==> config.mk <==
export PLATFORM = sky130hd
export DESIGN_NAME = gbyq_cordic_rot
export DESIGN_NICKNAME = d
export VERILOG_FILES = /design/src/gbyq_pkg.sv /design/src/gbyq_cordic_rot.sv
export SDC_FILE = /design/constraint.sdc
export NUM_CORES = 2
export LEC_CHECK = 0
export ABC_AREA = 0
export CAP_MARGIN = 10
export CORE_MARGIN = 2
export CORE_UTILIZATION = 53
export CTS_CLUSTER_DIAMETER = 40
export DETAILED_ROUTE_END_ITERATION = 16
export DONT_BUFFER_PORTS = 1
export PLACE_DENSITY = 0.68
export SYNTH_ARGS = -nofsm -noshare
export SYNTH_HDL_FRONTEND = slang
export SYNTH_SLANG_ARGS = --single-unit
==> constraint.sdc <==
create_clock -name clk -period 14.3 [get_ports clk]
set_clock_uncertainty 0.1 [all_clocks]
set_input_delay 2.86 -clock clk [delete_from_list [all_inputs] [get_ports clk]]
set_output_delay 2.86 -clock clk [all_outputs]
set_load 0.01 [all_outputs]
==> src/gbyq_pkg.sv <==
`default_nettype none
package gbyq_pkg;

	// cordic x/y datapath word, q1.30 with headroom for gain and sums
	typedef logic signed [33:0] cw_t;
	// cordic angle accumulator, fraction of a turn with guard bit
	typedef logic signed [32:0] zw_t;

	localparam int MAX_STAGES = 30;

	localparam cw_t CORDIC_KGAIN = 34'sd652032874;
	localparam logic [31:0] HALF_TURN = 32'h8000_0000;
	localparam logic [31:0] QUARTER_TURN = 32'h4000_0000;

	// 1e-7 degree to turns: v * 2^22 / 3515625, reciprocal scaled by 2^31
	localparam logic [31:0] RECIP_M = 32'd2562047788;
	localparam logic [21:0] DIV_C = 22'd3515625;

	// arctangent of 2^-i as a fraction of a turn
	localparam logic [31:0] ATAN_TURNS [MAX_STAGES] = '{
		32'h20000000, 32'h12E4051E, 32'h09FB385B, 32'h051111D4, 32'h028B0D43,
		32'h0145D7E1, 32'h00A2F61E, 32'h00517C55, 32'h0028BE53, 32'h00145F2F,
		32'h000A2F98, 32'h000517CC, 32'h00028BE6, 32'h000145F3, 32'h0000A2F9,
		32'h0000517C, 32'h000028BE, 32'h0000145F, 32'h00000A2F, 32'h00000517,
		32'h0000028B, 32'h00000145, 32'h000000A2, 32'h00000051, 32'h00000028,
		32'h00000014, 32'h0000000A, 32'h00000005, 32'h00000002, 32'h00000001
	};

endpackage
`default_nettype wire

==> src/gbyq_cordic_rot.sv <==
`default_nettype none
module gbyq_cordic_rot #(
	parameter int LANES = 1,
	parameter int STAGES = 16,
	parameter int TAG_W = 1
) (
	input  logic               clk,
	input  logic               arst_n,
	input  logic               en,
	input  logic [31:0]        ang [LANES],
	input  logic [TAG_W-1:0]   tag_in,
	output gbyq_pkg::cw_t      sin_v [LANES],
	output gbyq_pkg::cw_t      cos_v [LANES],
	output logic [TAG_W-1:0]   tag_out
);

	logic [31:0]     pre_a [LANES];
	logic            pre_neg [LANES];
	gbyq_pkg::cw_t   x_s [LANES][STAGES+1];
	gbyq_pkg::cw_t   y_s [LANES][STAGES+1];
	gbyq_pkg::zw_t   z_s [LANES][STAGES+1];
	logic            neg_s [LANES][STAGES+1];
	logic [TAG_W-1:0] tag_s [STAGES+1];

	// fold second and third quadrants by half a turn
	always_comb begin
		for (int l = 0; l < LANES; l++) begin
			pre_neg[l] = (ang[l][31:30] == 2'b01) || (ang[l][31:30] == 2'b10);
			pre_a[l] = pre_neg[l] ? (ang[l] - gbyq_pkg::HALF_TURN) : ang[l];
		end
	end

	// rotation stages, one micro-rotation per register stage
	always_ff @(posedge clk) begin
		if (en) begin
			for (int l = 0; l < LANES; l++) begin
				x_s[l][0] <= gbyq_pkg::CORDIC_KGAIN;
				y_s[l][0] <= '0;
				z_s[l][0] <= $signed({pre_a[l][31], pre_a[l]});
				neg_s[l][0] <= pre_neg[l];
				for (int k = 0; k < STAGES; k++) begin
					neg_s[l][k+1] <= neg_s[l][k];
					if (!z_s[l][k][32]) begin
						x_s[l][k+1] <= x_s[l][k] - (y_s[l][k] >>> k);
						y_s[l][k+1] <= y_s[l][k] + (x_s[l][k] >>> k);
						z_s[l][k+1] <= z_s[l][k] - $signed({1'b0, gbyq_pkg::ATAN_TURNS[k]});
					end else begin
						x_s[l][k+1] <= x_s[l][k] + (y_s[l][k] >>> k);
						y_s[l][k+1] <= y_s[l][k] - (x_s[l][k] >>> k);
						z_s[l][k+1] <= z_s[l][k] + $signed({1'b0, gbyq_pkg::ATAN_TURNS[k]});
					end
				end
				sin_v[l] <= neg_s[l][STAGES] ? -y_s[l][STAGES] : y_s[l][STAGES];
				cos_v[l] <= neg_s[l][STAGES] ? -x_s[l][STAGES] : x_s[l][STAGES];
			end
		end
	end

	// sideband travels alongside, valid bit inside it
	always_ff @(posedge clk or negedge arst_n) begin
		if (!arst_n) begin
			for (int k = 0; k <= STAGES; k++) tag_s[k] <= '0;
			tag_out <= '0;
		end else if (en) begin
			tag_s[0] <= tag_in;
			for (int k = 0; k < STAGES; k++) tag_s[k+1] <= tag_s[k];
			tag_out <= tag_s[STAGES];
		end
	end

endmodule
`default_nettype wire

Word level (Yosys, flattened, before mapping)
Memories as Yosys holds them, arrays and structs flattened.
Cells that the tools add are included.
{"block": "classes", "add_sub_neg": 98, "n_eq_ne": 2, "n_mux": 201, "reduce_logical": 51}
{"op": "$mux 544", "n": 34}
{"op": "$reduce_or 544->1", "n": 34}
{"op": "$mux 561", "n": 16}
{"op": "$reduce_or 561->1", "n": 16}
{"op": "$mux 2", "n": 50}
{"op": "$mux 1", "n": 98}
{"op": "$add 34x19->34", "n": 2}
{"op": "$add 34x20->34", "n": 2}
{"op": "$add 34x21->34", "n": 2}
{"op": "$add 34x22->34", "n": 2}
{"op": "$add 34x23->34", "n": 2}
{"op": "$add 34x24->34", "n": 2}
{"op": "$add 34x25->34", "n": 2}
{"op": "$add 34x26->34", "n": 2}
{"op": "$add 34x27->34", "n": 2}
{"op": "$add 34x28->34", "n": 2}
{"op": "$add 34x29->34", "n": 2}
{"op": "$add 34x30->34", "n": 2}
{"op": "$add 34x31->34", "n": 2}
{"op": "$add 34x32->34", "n": 2}
{"op": "$add 34x33->34", "n": 2}
{"op": "$mux 34", "n": 2}
{"op": "$neg 34->34", "n": 2}
{"op": "$sub 34x19->34", "n": 2}
{"op": "53 further kinds", "n": 68}
{"block": "word_totals", "regBits": 86, "ramBits": 1666, "in_bits": 36, "output_inout_bits": 69, "word_cells": 376, "n_memories": 4}
{"memory": "z_s", "words": 1, "width": 561, "read_ports": 1, "rd_ports_with_merged_regs": 0, "wr": 17, "line_no": "gbyq_cordic_rot.sv:21", "rtl": "gbyq_pkg::zw_t z_s [LANES][STAGES+1];"}
{"memory": "x_s", "words": 1, "width": 544, "read_ports": 1, "rd_ports_with_merged_regs": 0, "wr": 16, "line_no": "gbyq_cordic_rot.sv:19", "rtl": "gbyq_pkg::cw_t x_s [LANES][STAGES+1];"}
{"memory": "y_s", "words": 1, "width": 544, "read_ports": 1, "rd_ports_with_merged_regs": 0, "wr": 16, "line_no": "gbyq_cordic_rot.sv:20", "rtl": "gbyq_pkg::cw_t y_s [LANES][STAGES+1];"}
{"memory": "neg_s", "words": 1, "width": 17, "read_ports": 1, "rd_ports_with_merged_regs": 0, "wr": 17, "line_no": "gbyq_cordic_rot.sv:22", "rtl": "logic neg_s [LANES][STAGES+1];"}

Logic depth before layout (Yosys ltp)
An unclocked memory read counts as a cell.
{"block": "depth", "ltp_word": 7, "depth_mapped": 24}

Least setup slack after synthesis
OpenSTA, ideal clock, no wires.
{"block": "synth_timing", "path_kind": "input-to-reg", "startpoint": "in en", "endpoint": "mem x_s[0][372] in the netlist's numbering (data pin)", "setup_time_ns": 0.265, "arrival_ns": 7.375, "t_required_ns": 13.935, "setup_slack_ns": 6.560, "path_stages": 19, "cell_sequence": "clkbuf_1 clkbuf_1 nand2_1 clkbuf_1 clkbuf_1 o21ai_0 fa_1 a21o_1 a21oi_1 o21ai_0 a21oi_1 o211ai_1 o311ai_0 o31ai_1 nor4_1 nor2_1 o41ai_1 o21ai_0 xor2_1"}
{"item": "from (decl)", "line_no": "gbyq_cordic_rot.sv:9", "rtl": "input logic en,"}
{"item": "to (decl)", "line_no": "gbyq_cordic_rot.sv:19"}

==> metrics.md <==
| Metric | Value |
|---|---|
| Hold depth | 0 |
| DRT iter0 DRCs | 6,387 |
| Worst Hold Class | register to register |
| Reg-to-Reg End | x_s[0][339] |
| Area Overhead vs Synth | 11.1% |
| Largest net degree at the start of global routing | 276 |
| IO Pins | 105 |
| Max clock buf depth | 4 |
| WHS | 0.298 ns |
| Highest-delay cell along the critical path | nand2_1 |
| Worst Setup EP | x_s[0][32] |
| Unrepaired setup endpoints after global routing | false |
| Die W | 492 um |
| Most frequent cells after synthesis | edfxtp_1, ha_1, a21oi_1 |
| Synth area leaders | edfxtp_1, ha_1, xnor2_1, a21oi_1, xor2_1 |
| Post-Route WL | 331,000 um |
| Worst Tran Pin Value | 1.50 ns |
| Crit path max-delay family | buffers and inverters |
| Startpoint types | input pin |
| Min Tclk post-route | 10.51 ns |
| FP Rows | 179 |
| Critical path arrival | 11.08 ns |
| Ys async rst share | 0.0113 |
| Post-CTS Setup Inserts | 0 |
| H-tree Lvls | 5 |
| Number of global-route vias before repair | 96,100 |
| Fraction of final layout cells sized beyond drive strength 1 | 0.0527 |
| Final Cycle Share | 0.735 |
| Die Height | 492 um |
| Worst path bufs/invs | 5 |
| Cells after Synth | 12,800 |
| Tot GR Track Use | 0.265 |
| Share of the synthesized area in the top cell type | 0.374 |
| Worst setup path startpoint | en |
| Initial Util | 0.532 |
| Root Driver | clkbuf_16 |
| Synth area leader | edfxtp_1 |
| Slew headroom | -0.00298 |
| PostCTS Resize Cnt | 0 |
| Avg WL per Cell | 20.2 um |
| PortBufs | 0 |
| TritonRoute pass-1 iters | 6 |
| Synthesis Warnings | 0 |
| Clock Pin Slew Worst Setup and Hold Paths | 0.05 ns |
| Initial antenna violation count | 2 |
| Clk_lat worst skew | 0.98 ns |
| GPL Wtd Cong | 0.955 |
| Max-cap violations | 0 |
| First-pass GRT wire length | 519,000 um |
| Syn_nets | 14,300 |
| Syn_area_per_cell | 9.85 um^2 |
| Via/cell ratio | 5.94 |
| Syn Std Cell Area | 126,000 um^2 |
| Critical Path RT | 14.87 ns |
| Final Hold Viols | 0 |
| FMAX | 95.2 MHz |
| CTS tree | yes |
| Main synth FF type | edfxtp_1 |
| Final setup fails | 0 |
| Count of pins over their slew limit | 21 |
| Critical Path Stages | 21 |
| Crit path top cell by count | buf_16 |
| R2R cell count | 23 |
| Routed Antenna Nets | 0 |
| Worst reg2reg setup slack | 8.02 ns |
| Setup crit end kind | register |
| CTS Hold Bufs | 0 |
| Post-DP HPWL | 259,000 um |
| Die area | 242,000 um^2 |
| Count leader, synth | edfxtp_1 |
| CP Class | input pin to register |
| FF+latch count, synth | 1,593 |
| Unique masters post-synth | 95 |
| DRC | 0 |
| Total gr overflow | 0 |
| Cts bufs inserted | 307 |
| Setup TNS | 0 ns |
| Vias post-DR | 97,400 |
| Outcome | complete, but fails checks |
| Failing checks | slew limit |
| Crit-path cells | buf_16, buf_16, buf_16, buf_16, buf_16, nand2_1, nand2_1, o21ai_0, fa_1, a21o_1, a21oi_1, o21ai_0, a31oi_1, o2111ai_1, a31oi_1, a21boi_0, o41ai_1, nor2b_1, nor2_1, o31ai_1, xor2_1 |
| EDFF count, synth | 1,575 |
| Core area | 237,000 um^2 |
| Post-synthesis sequential area ratio | 0.378 |
| Clock tree sinks | 1,593 |
| CP max FO | 266 |
| CP peak stage delay | 0.97 ns |
| FF-to-FF Start | y_s[0][349] |
| Fin nets | 14,500 |
cell type report:
| type | instances | area, um^2 |
|---|---|---|
| clock inverters | 191 | 2280 |
| repair buffers | 55 | 573 |
| multi-input cells | 10500 | 75900 |
| inverters | 532 | 2000 |
| well taps | 3167 | 3960 |
| clock buffers | 336 | 7870 |
| diodes | 1 | 2.50 |
| fillers | 20000 | 97100 |
| flip-flops and latches | 1593 | 47700 |
through the flow:
step	cell area (um^2)	utilization	cells	setup slack, ns
global route	140000	0.591	16400	3.25
detailed placement	130000	0.548	15900	2.52
global placement	130000	0.548	15900	2.53
CTS	140000	0.591	16400	3.51
floorplan	126000	-	12800	6.56
finish	140000	0.591	16400	3.79
state kept, by name (all words and copies together) (netlist names):
name and flops:
y_s 511, z_s 495, x_s 484, cos_v 34, sin_v 34, neg_s 17, tag_s 17, tag_out 1
worst min-delay path by stage:
stage                 startpoint           end  slack (ns)
CTS                  z_s[0][166]   z_s[0][133]        0.30
floorplan            neg_s[0][1]   neg_s[0][0]        0.30
global route        neg_s[0][11]  neg_s[0][10]        0.31
global placement     z_s[0][548]   z_s[0][515]        0.30
detailed placement   neg_s[0][5]   neg_s[0][4]        0.30
finish               z_s[0][166]   z_s[0][133]        0.30
per-layer routing:
metal	share of wire	up-vias	routed length, um	GRT usage
met5	0	-	0	0
met4	0.045	0	14800	0.117
met3	0.040	727	13200	0.0339
met2	0.51	2415	168000	0.486
met1	0.41	46200	134000	0.309
li1	-	48100	-	-
cell usage in the layout (no fill, tap or decap), drive strengths merged, types with 165 or more instances in the layout:
| cell | n |
|---|---|
| o21ai | 757 |
| clkbuf | 336 |
| nor2b | 165 |
| inv | 591 |
| nor3 | 278 |
| xnor2 | 1291 |
| nand2b | 248 |
| o21bai | 167 |
| edfxtp | 1575 |
| xor2 | 609 |
| a21oi | 1315 |
| nor2 | 966 |
| nand3 | 197 |
| nand2 | 689 |
| ha | 1383 |
| o21a | 184 |
| a21o | 709 |
worst reg2reg max path, cell delays in order (launching register included):
cell      delay, ns
edfxtp_1       0.52
or4_1          0.60
nor4_1         0.30
nand2b_1       0.11
or2_2          0.30
or3_1          0.32
or2_2          0.32
nor2_1         0.12
nand2_1        0.13
nor3_1         0.38
a21oi_1        0.17
xor2_1         0.19
ha_1           0.38
a21o_1         0.21
a21o_1         0.17
a21oi_1        0.17
o21ai_0        0.15
a21oi_1        0.19
nor2_1         0.06
a311oi_1       0.48
nor3_1         0.15
o31a_1         0.30
nor2_1         0.11
xnor2_1        0.10
cells by family (layout without fill, tap and decap cells):
kind of cell / count (synthesis) / after routing / synth area share
AO/OA/AOI/OAI: 3905 / 3905 / 0.194
XOR/XNOR: 1900 / 1900 / 0.132
adder cells (fa/ha/maj): 1427 / 1427 / 0.144
buffers and inverters: 725 / 1114 / 0.0216
flip-flops: 1593 / 1593 / 0.378
multiplexers: 108 / 108 / 0.00906
other: 0 / 1 / 0
AND/OR/NAND/NOR: 3170 / 3170 / 0.122
Power is not shown: default switching activity piles up to over one toggle a cycle in this logic, so the estimate is an artifact.
